`src/rtl/flvavc_pkg.sv`:
```
// Shared constants and the per-tag summary record for the FLV AVC video tag parser.
package flvavc_pkg;

    localparam logic [1:0] ST_OK     = 2'd0;
    localparam logic [1:0] ST_FORMAT = 2'd1;
    localparam logic [1:0] ST_LSIZE  = 2'd2;

    localparam logic [3:0] CODEC_AVC   = 4'd7;
    localparam logic [7:0] PKT_SEQ_HDR = 8'd0;
    localparam logic [7:0] PKT_NALU    = 8'd1;

    localparam logic [23:0] POS_MAX = 24'hFFFFFF;

    typedef struct packed {
        logic        hdr_done;
        logic        seq_done;
        logic [1:0]  err;
        logic [63:0] held;
        logic [7:0]  level;
        logic [2:0]  fsize;
        logic [23:0] plen;
        logic [23:0] ucnt;
    } tag_rec_t;

endpackage

```
`src/rtl/flv_avc_video_tag_parser.sv`:
```
// Top level of the FLV AVC video tag parser: parser, record queue and result stage.
// Throughput: one payload byte per cycle; s_ready falls only while the queue is full behind a waiting result.
// Result path: at the last byte's transfer the tag record is written into the record queue,
//   and from there into the output register once the result stage is free to take it.
// Reset: aresetn is synchronous and active low; it clears parse state, queue and output
//   valid, and sets nal_length_size to 4. No clearing pass; items are taken right after reset.
module flv_avc_video_tag_parser (
    input  logic        aclk,
    input  logic        aresetn,
    input  logic        s_valid,
    output logic        s_ready,
    input  logic [7:0]  s_data_byte,
    input  logic [23:0] s_payload_length,
    input  logic        s_last_byte,
    input  logic        cfg_valid,
    output logic        cfg_ready,
    input  logic [2:0]  cfg_nal_length_size,
    output logic        m_valid,
    input  logic        m_ready,
    output logic [1:0]  m_status,
    output logic [3:0]  m_codec_id,
    output logic [3:0]  m_frame_type,
    output logic [7:0]  m_avc_packet_type,
    output logic [23:0] m_composition_time,
    output logic [7:0]  m_config_version,
    output logic [7:0]  m_profile_indication,
    output logic [7:0]  m_profile_compat,
    output logic [7:0]  m_level_indication,
    output logic [2:0]  m_found_length_size,
    output logic [23:0] m_parameter_sets_length,
    output logic [23:0] m_nalu_count
);
    import flvavc_pkg::*;

    logic     push_valid;
    logic     push_ready;
    tag_rec_t push_data;
    logic     pop_valid;
    logic     pop_ready;
    tag_rec_t pop_data;

    flvavc_front u_front (
        .aclk                (aclk),
        .aresetn             (aresetn),
        .s_valid             (s_valid),
        .s_ready             (s_ready),
        .s_data_byte         (s_data_byte),
        .s_payload_length    (s_payload_length),
        .s_last_byte         (s_last_byte),
        .cfg_valid           (cfg_valid),
        .cfg_ready           (cfg_ready),
        .cfg_nal_length_size (cfg_nal_length_size),
        .rec_valid           (push_valid),
        .rec_ready           (push_ready),
        .rec_data            (push_data)
    );

    flvavc_fifo u_fifo (
        .aclk       (aclk),
        .aresetn    (aresetn),
        .push_valid (push_valid),
        .push_ready (push_ready),
        .push_data  (push_data),
        .pop_valid  (pop_valid),
        .pop_ready  (pop_ready),
        .pop_data   (pop_data)
    );

    flvavc_back u_back (
        .aclk                    (aclk),
        .aresetn                 (aresetn),
        .rec_valid               (pop_valid),
        .rec_ready               (pop_ready),
        .rec_data                (pop_data),
        .m_valid                 (m_valid),
        .m_ready                 (m_ready),
        .m_status                (m_status),
        .m_codec_id              (m_codec_id),
        .m_frame_type            (m_frame_type),
        .m_avc_packet_type       (m_avc_packet_type),
        .m_composition_time      (m_composition_time),
        .m_config_version        (m_config_version),
        .m_profile_indication    (m_profile_indication),
        .m_profile_compat        (m_profile_compat),
        .m_level_indication      (m_level_indication),
        .m_found_length_size     (m_found_length_size),
        .m_parameter_sets_length (m_parameter_sets_length),
        .m_nalu_count            (m_nalu_count)
    );

    a_status_code: assert property (@(posedge aclk) disable iff (!aresetn)
        m_valid |-> (m_status == ST_OK || m_status == ST_FORMAT || m_status == ST_LSIZE))
        else $error("result status out of range");

    a_lsize_no_units: assert property (@(posedge aclk) disable iff (!aresetn)
        (m_valid && m_status == ST_LSIZE) |->
            (m_codec_id == CODEC_AVC && m_avc_packet_type == PKT_NALU && m_nalu_count == 24'd0))
        else $error("length size error with units counted");

    a_non_avc_clean: assert property (@(posedge aclk) disable iff (!aresetn)
        (m_valid && m_codec_id != CODEC_AVC) |->
            (m_status == ST_OK && m_avc_packet_type == 8'd0 && m_nalu_count == 24'd0
             && m_parameter_sets_length == 24'd0))
        else $error("non-AVC tag carries AVC fields");

    a_queue_push_ok: assert property (@(posedge aclk) disable iff (!aresetn)
        push_valid |-> push_ready)
        else $error("tag record pushed into full queue");

endmodule

```
`src/rtl/flvavc_front.sv`:
```
// Byte parser: walks the tag header, sequence header and NALU length prefixes.
module flvavc_front (
    input  logic                aclk,
    input  logic                aresetn,
    input  logic                s_valid,
    output logic                s_ready,
    input  logic [7:0]          s_data_byte,
    input  logic [23:0]         s_payload_length,
    input  logic                s_last_byte,
    input  logic                cfg_valid,
    output logic                cfg_ready,
    input  logic [2:0]          cfg_nal_length_size,
    output logic                rec_valid,
    input  logic                rec_ready,
    output flvavc_pkg::tag_rec_t rec_data
);
    import flvavc_pkg::*;

    typedef enum logic [5:0] {
        PH_FIRST  = 6'b000001,
        PH_AVCHDR = 6'b000010,
        PH_SEQ    = 6'b000100,
        PH_SCAN   = 6'b001000,
        PH_PREF   = 6'b010000,
        PH_DONE   = 6'b100000
    } phase_t;

    phase_t      phase_reg, phase_upd, phase_next;
    logic [2:0]  nls_reg;
    logic [23:0] pos_reg, pos_next;
    logic [63:0] held_reg, held_upd, held_next;
    logic [7:0]  level_reg, level_upd, level_next;
    logic [2:0]  fsize_reg, fsize_upd, fsize_next;
    logic [24:0] uoff_reg, uoff_upd, uoff_next;
    logic [31:0] acc_reg, acc_upd, acc_next;
    logic [1:0]  skip_reg, skip_upd, skip_next;
    logic [23:0] ucnt_reg, ucnt_upd, ucnt_next;
    logic [1:0]  err_reg, err_upd, err_next;
    logic        lsz4_reg, lsz4_upd, lsz4_next;

    logic        accept;
    logic [25:0] uoff_plus5;
    logic [25:0] uoff_plus9;
    logic [31:0] acc_shift;
    logic        unit_too_big;
    logic [24:0] uoff_adv;
    logic [1:0]  skip_dec;

    assign s_ready   = rec_ready;
    assign cfg_ready = 1'b1;
    assign accept    = s_valid & s_ready;

    assign uoff_plus5   = {1'b0, uoff_reg} + 26'd5;
    assign uoff_plus9   = {1'b0, uoff_reg} + 26'd9;
    assign acc_shift    = {acc_reg[23:0], s_data_byte};
    assign unit_too_big = ({1'b0, acc_shift} + 33'd5) >= {9'd0, s_payload_length};
    assign uoff_adv     = uoff_reg + {1'b0, acc_shift[23:0]} + (lsz4_reg ? 25'd4 : 25'd3);
    assign skip_dec     = (skip_reg != 2'd0) ? skip_reg - 2'd1 : 2'd0;

    always_comb begin
        phase_upd = phase_reg;
        held_upd  = held_reg;
        level_upd = level_reg;
        fsize_upd = fsize_reg;
        uoff_upd  = uoff_reg;
        acc_upd   = acc_reg;
        skip_upd  = skip_reg;
        ucnt_upd  = ucnt_reg;
        err_upd   = err_reg;
        lsz4_upd  = lsz4_reg;
        unique case (phase_reg)
            PH_FIRST: begin
                held_upd  = {56'd0, s_data_byte};
                phase_upd = (s_data_byte[3:0] == CODEC_AVC) ? PH_AVCHDR : PH_DONE;
            end
            PH_AVCHDR: begin
                case (pos_reg)
                    24'd1:   held_upd[15:8]  = s_data_byte;
                    24'd2:   held_upd[39:32] = s_data_byte;
                    24'd3:   held_upd[31:24] = s_data_byte;
                    24'd4:   held_upd[23:16] = s_data_byte;
                    default: ;
                endcase
                if (pos_reg >= 24'd4) begin
                    if (held_reg[15:8] == PKT_SEQ_HDR) begin
                        phase_upd = PH_SEQ;
                    end else if (held_reg[15:8] == PKT_NALU) begin
                        if (nls_reg == 3'd3) begin
                            phase_upd = PH_SCAN;
                            lsz4_upd  = 1'b0;
                        end else if (nls_reg == 3'd4) begin
                            phase_upd = PH_SCAN;
                            lsz4_upd  = 1'b1;
                        end else begin
                            err_upd   = ST_LSIZE;
                            phase_upd = PH_DONE;
                        end
                    end else begin
                        phase_upd = PH_DONE;
                    end
                end
            end
            PH_SEQ: begin
                case (pos_reg)
                    24'd5:   held_upd[47:40] = s_data_byte;
                    24'd6:   held_upd[55:48] = s_data_byte;
                    24'd7:   held_upd[63:56] = s_data_byte;
                    24'd8:   level_upd       = s_data_byte;
                    default: ;
                endcase
                if (pos_reg >= 24'd9) begin
                    fsize_upd = {1'b0, s_data_byte[1:0]} + 3'd1;
                    if (!s_data_byte[1]) begin
                        err_upd = ST_FORMAT;
                    end
                    phase_upd = PH_DONE;
                end
            end
            PH_SCAN: begin
                if ({2'b00, pos_reg} == uoff_plus5) begin
                    if (uoff_plus9 < {2'b00, s_payload_length}) begin
                        acc_upd   = {24'd0, s_data_byte};
                        skip_upd  = lsz4_reg ? 2'd3 : 2'd2;
                        phase_upd = PH_PREF;
                    end else begin
                        phase_upd = PH_DONE;
                    end
                end
            end
            PH_PREF: begin
                acc_upd  = acc_shift;
                skip_upd = skip_dec;
                if (skip_dec == 2'd0) begin
                    if (unit_too_big) begin
                        err_upd   = ST_FORMAT;
                        phase_upd = PH_DONE;
                    end else begin
                        ucnt_upd  = ucnt_reg + 24'd1;
                        uoff_upd  = uoff_adv;
                        phase_upd = PH_SCAN;
                    end
                end
            end
            PH_DONE: ;
            default: ;
        endcase
    end

    always_comb begin
        phase_next = phase_reg;
        pos_next   = pos_reg;
        held_next  = held_reg;
        level_next = level_reg;
        fsize_next = fsize_reg;
        uoff_next  = uoff_reg;
        acc_next   = acc_reg;
        skip_next  = skip_reg;
        ucnt_next  = ucnt_reg;
        err_next   = err_reg;
        lsz4_next  = lsz4_reg;
        if (accept) begin
            if (s_last_byte) begin
                phase_next = PH_FIRST;
                pos_next   = 24'd0;
                held_next  = 64'd0;
                level_next = 8'd0;
                fsize_next = 3'd0;
                uoff_next  = 25'd0;
                acc_next   = 32'd0;
                skip_next  = 2'd0;
                ucnt_next  = 24'd0;
                err_next   = ST_OK;
                lsz4_next  = 1'b0;
            end else begin
                phase_next = phase_upd;
                pos_next   = (pos_reg != POS_MAX) ? pos_reg + 24'd1 : pos_reg;
                held_next  = held_upd;
                level_next = level_upd;
                fsize_next = fsize_upd;
                uoff_next  = uoff_upd;
                acc_next   = acc_upd;
                skip_next  = skip_upd;
                ucnt_next  = ucnt_upd;
                err_next   = err_upd;
                lsz4_next  = lsz4_upd;
            end
        end
    end

    assign rec_valid         = accept & s_last_byte;
    assign rec_data.hdr_done = pos_reg >= 24'd4;
    assign rec_data.seq_done = pos_reg >= 24'd9;
    assign rec_data.err      = err_upd;
    assign rec_data.held     = held_upd;
    assign rec_data.level    = level_upd;
    assign rec_data.fsize    = fsize_upd;
    assign rec_data.plen     = s_payload_length;
    assign rec_data.ucnt     = ucnt_upd;

    always_ff @(posedge aclk) begin
        if (!aresetn) begin
            phase_reg <= PH_FIRST;
            nls_reg   <= 3'd4;
            pos_reg   <= 24'd0;
            held_reg  <= 64'd0;
            level_reg <= 8'd0;
            fsize_reg <= 3'd0;
            uoff_reg  <= 25'd0;
            acc_reg   <= 32'd0;
            skip_reg  <= 2'd0;
            ucnt_reg  <= 24'd0;
            err_reg   <= ST_OK;
            lsz4_reg  <= 1'b0;
        end else begin
            if (cfg_valid && cfg_ready) begin
                nls_reg <= cfg_nal_length_size;
            end
            phase_reg <= phase_next;
            pos_reg   <= pos_next;
            held_reg  <= held_next;
            level_reg <= level_next;
            fsize_reg <= fsize_next;
            uoff_reg  <= uoff_next;
            acc_reg   <= acc_next;
            skip_reg  <= skip_next;
            ucnt_reg  <= ucnt_next;
            err_reg   <= err_next;
            lsz4_reg  <= lsz4_next;
        end
    end

endmodule

```
`src/rtl/flvavc_fifo.sv`:
```
// Two-entry queue of tag summary records between parser and result stage.
module flvavc_fifo (
    input  logic                 aclk,
    input  logic                 aresetn,
    input  logic                 push_valid,
    output logic                 push_ready,
    input  flvavc_pkg::tag_rec_t push_data,
    output logic                 pop_valid,
    input  logic                 pop_ready,
    output flvavc_pkg::tag_rec_t pop_data
);
    import flvavc_pkg::*;

    tag_rec_t   mem_reg [2];
    logic       wr_ptr_reg;
    logic       rd_ptr_reg;
    logic [1:0] cnt_reg, cnt_next;
    logic       do_push;
    logic       do_pop;

    assign push_ready = cnt_reg != 2'd2;
    assign pop_valid  = cnt_reg != 2'd0;
    assign pop_data   = mem_reg[rd_ptr_reg];
    assign do_push    = push_valid & push_ready;
    assign do_pop     = pop_valid & pop_ready;

    always_comb begin
        cnt_next = cnt_reg;
        case ({do_push, do_pop})
            2'b10:   cnt_next = cnt_reg + 2'd1;
            2'b01:   cnt_next = cnt_reg - 2'd1;
            default: ;
        endcase
    end

    always_ff @(posedge aclk) begin
        if (do_push) begin
            mem_reg[wr_ptr_reg] <= push_data;
        end
    end

    always_ff @(posedge aclk) begin
        if (!aresetn) begin
            wr_ptr_reg <= 1'b0;
            rd_ptr_reg <= 1'b0;
            cnt_reg    <= 2'd0;
        end else begin
            if (do_push) begin
                wr_ptr_reg <= ~wr_ptr_reg;
            end
            if (do_pop) begin
                rd_ptr_reg <= ~rd_ptr_reg;
            end
            cnt_reg <= cnt_next;
        end
    end

endmodule

```
`src/rtl/flvavc_back.sv`:
```
// Result stage: resolves status and output fields of a tag and holds them for transfer.
module flvavc_back (
    input  logic                 aclk,
    input  logic                 aresetn,
    input  logic                 rec_valid,
    output logic                 rec_ready,
    input  flvavc_pkg::tag_rec_t rec_data,
    output logic                 m_valid,
    input  logic                 m_ready,
    output logic [1:0]           m_status,
    output logic [3:0]           m_codec_id,
    output logic [3:0]           m_frame_type,
    output logic [7:0]           m_avc_packet_type,
    output logic [23:0]          m_composition_time,
    output logic [7:0]           m_config_version,
    output logic [7:0]           m_profile_indication,
    output logic [7:0]           m_profile_compat,
    output logic [7:0]           m_level_indication,
    output logic [2:0]           m_found_length_size,
    output logic [23:0]          m_parameter_sets_length,
    output logic [23:0]          m_nalu_count
);
    import flvavc_pkg::*;

    logic        valid_reg;
    logic [1:0]  status_reg, status_next;
    logic [3:0]  codec_reg;
    logic [3:0]  frame_reg;
    logic [7:0]  ptype_reg, ptype_next;
    logic [23:0] ctime_reg, ctime_next;
    logic [7:0]  version_reg, version_next;
    logic [7:0]  profile_reg, profile_next;
    logic [7:0]  compat_reg, compat_next;
    logic [7:0]  level_reg, level_next;
    logic [2:0]  fsize_reg, fsize_next;
    logic [23:0] psl_reg, psl_next;
    logic [23:0] nalu_reg, nalu_next;

    logic        load;
    logic [7:0]  ptype;
    logic [23:0] spare5;
    logic [23:0] spare10;

    assign rec_ready = !valid_reg || m_ready;
    assign load      = rec_valid && rec_ready;
    assign ptype     = rec_data.held[15:8];
    assign spare5    = (rec_data.plen > 24'd5)  ? rec_data.plen - 24'd5  : 24'd0;
    assign spare10   = (rec_data.plen > 24'd10) ? rec_data.plen - 24'd10 : 24'd0;

    always_comb begin
        status_next  = rec_data.err;
        ptype_next   = 8'd0;
        ctime_next   = 24'd0;
        version_next = 8'd0;
        profile_next = 8'd0;
        compat_next  = 8'd0;
        level_next   = 8'd0;
        fsize_next   = 3'd0;
        psl_next     = 24'd0;
        nalu_next    = 24'd0;
        if (rec_data.held[3:0] == CODEC_AVC) begin
            if (!rec_data.hdr_done && status_next == ST_OK) begin
                status_next = ST_FORMAT;
            end
            ptype_next = ptype;
            ctime_next = rec_data.held[39:16];
            if (rec_data.hdr_done && ptype == PKT_SEQ_HDR) begin
                if (!rec_data.seq_done && status_next == ST_OK) begin
                    status_next = ST_FORMAT;
                end
                version_next = rec_data.held[47:40];
                profile_next = rec_data.held[55:48];
                compat_next  = rec_data.held[63:56];
                level_next   = rec_data.level;
                fsize_next   = rec_data.fsize;
                psl_next     = (status_next == ST_OK) ? spare10 : 24'd0;
            end else if (rec_data.hdr_done && ptype == PKT_NALU) begin
                psl_next  = spare5;
                nalu_next = rec_data.ucnt;
            end
        end
    end

    always_ff @(posedge aclk) begin
        if (load) begin
            status_reg  <= status_next;
            codec_reg   <= rec_data.held[3:0];
            frame_reg   <= rec_data.held[7:4];
            ptype_reg   <= ptype_next;
            ctime_reg   <= ctime_next;
            version_reg <= version_next;
            profile_reg <= profile_next;
            compat_reg  <= compat_next;
            level_reg   <= level_next;
            fsize_reg   <= fsize_next;
            psl_reg     <= psl_next;
            nalu_reg    <= nalu_next;
        end
    end

    always_ff @(posedge aclk) begin
        if (!aresetn) begin
            valid_reg <= 1'b0;
        end else if (rec_ready) begin
            valid_reg <= rec_valid;
        end
    end

    assign m_valid                 = valid_reg;
    assign m_status                = status_reg;
    assign m_codec_id              = codec_reg;
    assign m_frame_type            = frame_reg;
    assign m_avc_packet_type       = ptype_reg;
    assign m_composition_time      = ctime_reg;
    assign m_config_version        = version_reg;
    assign m_profile_indication    = profile_reg;
    assign m_profile_compat        = compat_reg;
    assign m_level_indication      = level_reg;
    assign m_found_length_size     = fsize_reg;
    assign m_parameter_sets_length = psl_reg;
    assign m_nalu_count            = nalu_reg;

endmodule
```
`config.mk`:
```
export PLATFORM = sky130hd
export DESIGN_NAME = flv_avc_video_tag_parser
export DESIGN_NICKNAME = d
export VERILOG_FILES = /design/src/rtl/flvavc_pkg.sv /design/src/rtl/flv_avc_video_tag_parser.sv /design/src/rtl/flvavc_front.sv /design/src/rtl/flvavc_fifo.sv /design/src/rtl/flvavc_back.sv
export SDC_FILE = /design/constraint.sdc
export NUM_CORES = 1
export LEC_CHECK = 0
export BUFFER_PORTS_ARGS = -buffer_cell sky130_fd_sc_hd__buf_2
export CAP_MARGIN = 20
export CORE_ASPECT_RATIO = 0.7
export CORE_MARGIN = 2
export CORE_UTILIZATION = 35
export CTS_BUF_LIST = sky130_fd_sc_hd__clkbuf_4
export CTS_CLUSTER_SIZE = 16
export DETAILED_ROUTE_END_ITERATION = 8
export GPL_TIMING_DRIVEN = 0
export PLACE_DENSITY_LB_ADDON = 0.3
export REMOVE_ABC_BUFFERS = 1
export SKIP_CTS_REPAIR_TIMING = 1
export SYNTH_ARGS = -nofsm -noshare
export SYNTH_HDL_FRONTEND = slang
export SYNTH_SLANG_ARGS = --single-unit
```
`constraint.sdc`:
```
create_clock -name aclk -period 24.5 [get_ports aclk]
set_input_delay 3.675 -clock aclk [delete_from_list [all_inputs] [get_ports aclk]]
set_output_delay 3.675 -clock aclk [all_outputs]
set_load 0.02 [all_outputs]
```
# After elaboration in Yosys (flattened, before gate mapping)
# Memories as Yosys holds them, arrays and structs flattened. A register that Yosys moved wholly into a read port is not among the register bits.
# Index checks and enable logic that the tools add are counted.
# W data, S select, Z words.
word_totals:
  ff_bits: 316
  ram_bits: 254
  input_bits: 41
  output_inout_bits: 128
  word_cells: 207
  mem_count: 1
op_classes:
  addsub: 13
  magnitude_cmp: 6
  n_eq_ne: 31
  mux: 86
  n_bitwise: 8
  reduce_logical: 34
memory_table:
  columns: ["memory", "depth", "width", "read_ports", "rd_clocked_by_memory_dff", "wr", "line_no", "rtl"]
  rows:
  - ["u_fifo.mem_reg", 2, 127, 1, 1, 1, "flvavc_fifo.sv:14", "tag_rec_t mem_reg [2];"]
op_table:
  columns: ["op", "count"]
  rows:
  - ["$mux W24", 14]
  - ["$mux W25", 4]
  - ["$eq A24 B3 Y1 const B", 4]
  - ["$pmux W24 S2", 2]
  - ["$mux W8", 11]
  - ["$mux W6", 12]
  - ["$mux W64", 1]
  - ["$pmux W32 S2", 1]
  - ["$add A24 B1 Y24 const B", 2]
  - ["$eq A24 B2 Y1 const B", 2]
  - ["$mux W2", 21]
  - ["$add A32 B3 Y33 const B", 1]
  - ["$ge A33 B24 Y1", 1]
  - ["$pmux W6 S5", 1]
  - ["$add A25 B3 Y26 const B", 1]
  - ["$add A25 B4 Y26 const B", 1]
  - ["$eq A24 B26 Y1", 1]
  - ["$lt A26 B24 Y1", 1]
  - ["$add A25 B24 Y25", 1]
  - ["$add A25 B25 Y25", 1]
  - ["$eq A24 B1 Y1 const B", 1]
  - ["$eq A24 B4 Y1 const B", 1]
  - ["$ge A24 B3 Y1 const B", 1]
  - ["$ge A24 B4 Y1 const B", 1]
  - ["39 further kinds", 91]

# Longest topological paths before layout
logic_depth:
  ltp_word: 12
  mapped_depth: 18
  ltp_nobuf: 17

# Hierarchy
# A second synthesis with hierarchy kept.
unflattened:
  hier_cells: 2581
  hier_area_um2: 28578.7
modules_own_cells:
  columns: ["module", "n_inst", "cells_each", "area_each_um2", "seq_area_each_um2"]
  rows:
  - ["flvavc_front", 1, 1720, 13461.7, 3723.6]
  - ["flvavc_fifo", 1, 419, 9387.8, 7727.4]
  - ["flvavc_back", 1, 442, 5729.2, 3773.6]

# Worst setup path before layout
# Ideal clock, no wire load.
synth_timing:
  path_type: "input-to-reg"
  from: "input port m_ready"
  to: "register u_fifo.cnt_reg[1]"
  setup_time_ps: 76
  arrival_ps: 10451
  t_required_ps: 24424
  path_slack_ps: 13974
  cell_stages: 5
  path_buffers: 0
  path_cell_list: "nor2b_1 -> nor2_1 -> ha_1 -> or3_1 -> a21boi_0"
synth_via:
  elab_chain_cells: 4
  elab_cells_between_ends: 6
  classes_between: "eq/ne (2); mux (1); bitwise (1); reduce/logical (2)"
synth_lines:
  columns: ["item", "line_no", "rtl"]
  rows:
  - ["start, declared", "flv_avc_video_tag_parser.sv:19", "input logic m_ready,"]
  - ["$logic_or A1 B1 Y1 *", "flvavc_back.sv:44", "assign rec_ready = !valid_reg || m_ready;"]
  - ["$and A1 B1 Y1 *", "flvavc_fifo.sv:25", "assign do_pop = pop_valid & pop_ready;"]
  - ["$eq A2 B1 Y1 / $eq A2 B2 Y1 (equally long branches)", "flvavc_fifo.sv:29", "case ({do_push, do_pop})"]
  - ["$pmux W2 S2 / $reduce_bool A2 Y1 (equally long branches)", null, null]
  - ["end signal, assigned", "flvavc_fifo.sv:54", "cnt_reg <= cnt_next;"]
  - ["end, declared", "flvavc_fifo.sv:17", "logic [1:0] cnt_reg, cnt_next;"]
# Mark *: on every way between the ends. The rest lies on a longest branch, timed or not.
# A chain may end at the register's enable or synchronous reset.

==> summary.txt <==
Power
  – LEAKAGE: 0.0117 µW
  – P_int: 1820 µW
  – Logic pwr share: 19.9%
  – Flop pwr share: 46.4%
  – Psw: 813 µW
  – Clk pwr share: 33.7%
  – Pwr Total: 2640 µW
  – PwrDens: 80.9 mW/mm²
  – Worst VDD drop: 0.0000365 V
  – Switching Fraction: 30.9%

Worst setup path
  – Critical path startpoint category: input pin
  – Worst EP required: 25200 ps
  – Crit path kind: in2reg
  – CP Max Fanout: 9
  – CP Capture Type: flip-flop
  – Worst path arrival time: 9260 ps

Logic synthesis
  – Ys Warns: 0
  – Post-Synth Adder-Cell Area: 4.97%
  – Mapped Area: 0.0283 mm²
  – Ys flop type: edfxtp_1
  – Async set or reset register ratio after synthesis: 0%
  – Post-synthesis simple-gate area fraction: 16.3%
  – Number of synthesized flops with an enable pin: 379
  – Synth area leaders: edfxtp_1, dfxtp_1, mux2i_1, ha_1, nor2_1
  – Mux contribution to synthesized area: 6.19%
  – Main combinational cell family by area after synthesis: simple AND/OR/NAND/NOR gates
  – Sequential-to-total area share from yosys stat: 53.8%
  – Cell taking the most area after synthesis: edfxtp_1
  – Post-synthesis xor/xnor area fraction: 4.27%
  – Average size of a mapped cell: 10.9 µm²
  – Top cell type's share of synthesized area: 40.2%
  – Compound-cell area share of the yosys netlist: 11.4%
  – Yosys reg bits: 571
  – Syn Inst Count: 2605
  – Synth cell types: 89

Timing
  – Min Hold Slack: 493 ps
  – Part of the cycle the worst path needs: 35.0%
  – Final Max Tran Viols: 0
  – Setup Skew: 121 ps
  – Setup TNS: 0 ps
  – Final Hold Viols: 0
  – FMAX: 117 MHz
  – Worst slew pin tran: 1060 ps
  – Count of final setup violators: 0
  – RSZ-0062 raised after global routing: no
  – Rel. slew slack: 29.2%
  – Final min period: 8560 ps

Placed design
  – # port buffers: 167
  – DP Wirelength: 54700 µm
  – Placed cell areas: 0.0305 mm²
  – Final GP Congestion: 0.900

Clock network
  – Num CTS Buffers: 149
  – CTS tree: built
  – H-tree levels: 4
  – Root buf cell: clkbuf_4
  – Clock Latency Late Sink: 1060 ps
  – Sink Count: 571
  – CTS Buffer Depth: 3
  – Clock slew seen by the registers of the worst setup and hold paths: 50 ps

Routing
  – DR WL/cell: 19.5 µm
  – Drt first pass iters: 6
  – ANT nets after route: 0
  – Total number of vias: 21400
  – Initial DRC count: 1797
  – Remaining DRCs: 0
  – Vias per cell: 5.36
  – Final wirelength: 77800 µm

GRT
  – Number of global-route vias before repair: 21000
  – Total track usage: 18.5%
  – Total gr overflow: 0
  – Antenna violations before repair: 6
  – First-pass GRT wire length: 120000 µm
  – Largest net degree at the start of global routing: 122

Final layout
  – Nets@finish: 2961
  – Final Util: 40.5%
  – Design area: 0.0326 mm²
  – Synth-to-layout area growth: 15.0%
  – Share of layout cells above drive strength 1: 17.6%
  – Max reg flops: 254

Status
  – Status: completed

Floorplan
  – I/O pin total: 169
  – Core area: 0.0803 mm²
  – Die area: 0.0832 mm²
  – Die width: 344 µm
  – Die height: 242 µm
  – Rows: 87
  – Initial core utilization: 35.3%

Worst hold path
  – Worst Hold Class: reg2reg

Run
  – Max cap viols: 0
## synth_stat cells, drive strengths merged, types with 19 or more instances
master and count:
nand2 205, or3 35, o21ai 136, dfxtp 192
nor2b 84, ha 106, nand3 116, a22oi 72
clkbuf 98, and2 28, nor4 35, nor2 219
mux2i 148, nand4 43, xnor2 83, edfxtp 379
buf 44, inv 75, nor3 61, mux2 23
a21oi 83, a21o 19, a21boi 19, xor2 55
## placed cells by master, fill, tap and decap left out, types with 84 or more instances in the layout
cell type | Yosys | layout
buf_2 | 20 | 166
clkbuf_4 | 0 | 227
dfxtp_1 | 192 | 191
edfxtp_1 | 379 | 379
ha_1 | 106 | 106
mux2i_1 | 147 | 147
nand2_1 | 205 | 204
nand3_1 | 113 | 113
nor2_1 | 217 | 214
nor2b_1 | 84 | 84
o21ai_0 | 130 | 129
## through the flow
step | cells | setup slack, ps
3_5_place_dp | 3726 | 15020
5_1_grt | 3998 | 15750
3_3_place_gp | 3698 | 9560
6_report | 3998 | 15940
4_1_cts | 3993 | 16110
2_1_floorplan | 2463 | 13970
## routing by layer
metal	up-vias	GRT usage (%)	part of all wire, %
met5	-	0	0.044
li1	10100	-	-
met4	6	7.06	2.5
met2	673	27.6	44
met3	153	3.73	5.9
met1	10500	26.3	48
## power groups by stage
stage,logic (µW),registers (µW),clock network (µW)
finish,523,1220,889
global route,562,1240,965
CTS,529,1230,918
detailed placement,528,1250,0
global placement,506,1300,0
floorplan,207,1390,0
## logic make-up (layout without fill, tap and decap cells)
kind of cell    count (synthesis)  after routing
other cells                     1              5
mux                           171            171
compound gates                484            484
buf+inv                       218            539
xor+xnor                      138            138
simple gates                  912            912
flops                         571            571
fa+ha+maj                     110            110
## critical path, stage by stage
cell      delay [ps]
buf_2            240
ha_1             420
nor2_1           270
nor4_2           710
nand4_1          190
xnor2_1          270
ha_1             300
a21o_1           190
a21o_1           170
a21oi_1          250
o211ai_1         300
nand3_1          240
nand4_1          690
nor3_1           910
nand2_1          210
xnor2_1          190
## layout make-up
cell class / instances / area [µm²]
tap: 1068 / 1340
multi-input combinational: 1816 / 12300
timing repair buffer: 196 / 1420
sequential: 571 / 15200
antenna: 4 / 10.0
inverter: 76 / 285
clock buffer: 227 / 1700
clock inverter: 40 / 328
fill: 7765 / 47800
## worst paths after layout
path	start	endpoint	slack [ps]	cells past startpoint
worst min-delay path	u_front.nls_reg[2]	u_front.nls_reg[2]	490	2
worst max-delay path	s_data_byte[0]	u_fifo.mem_reg[0][8]	15940	16
worst max register to register	u_front.acc_reg[0]	u_fifo.mem_reg[0][8]	18500	15
worst min register to register	u_front.nls_reg[2]	u_front.nls_reg[2]	490	2
(Power assumes the default switching activity.)
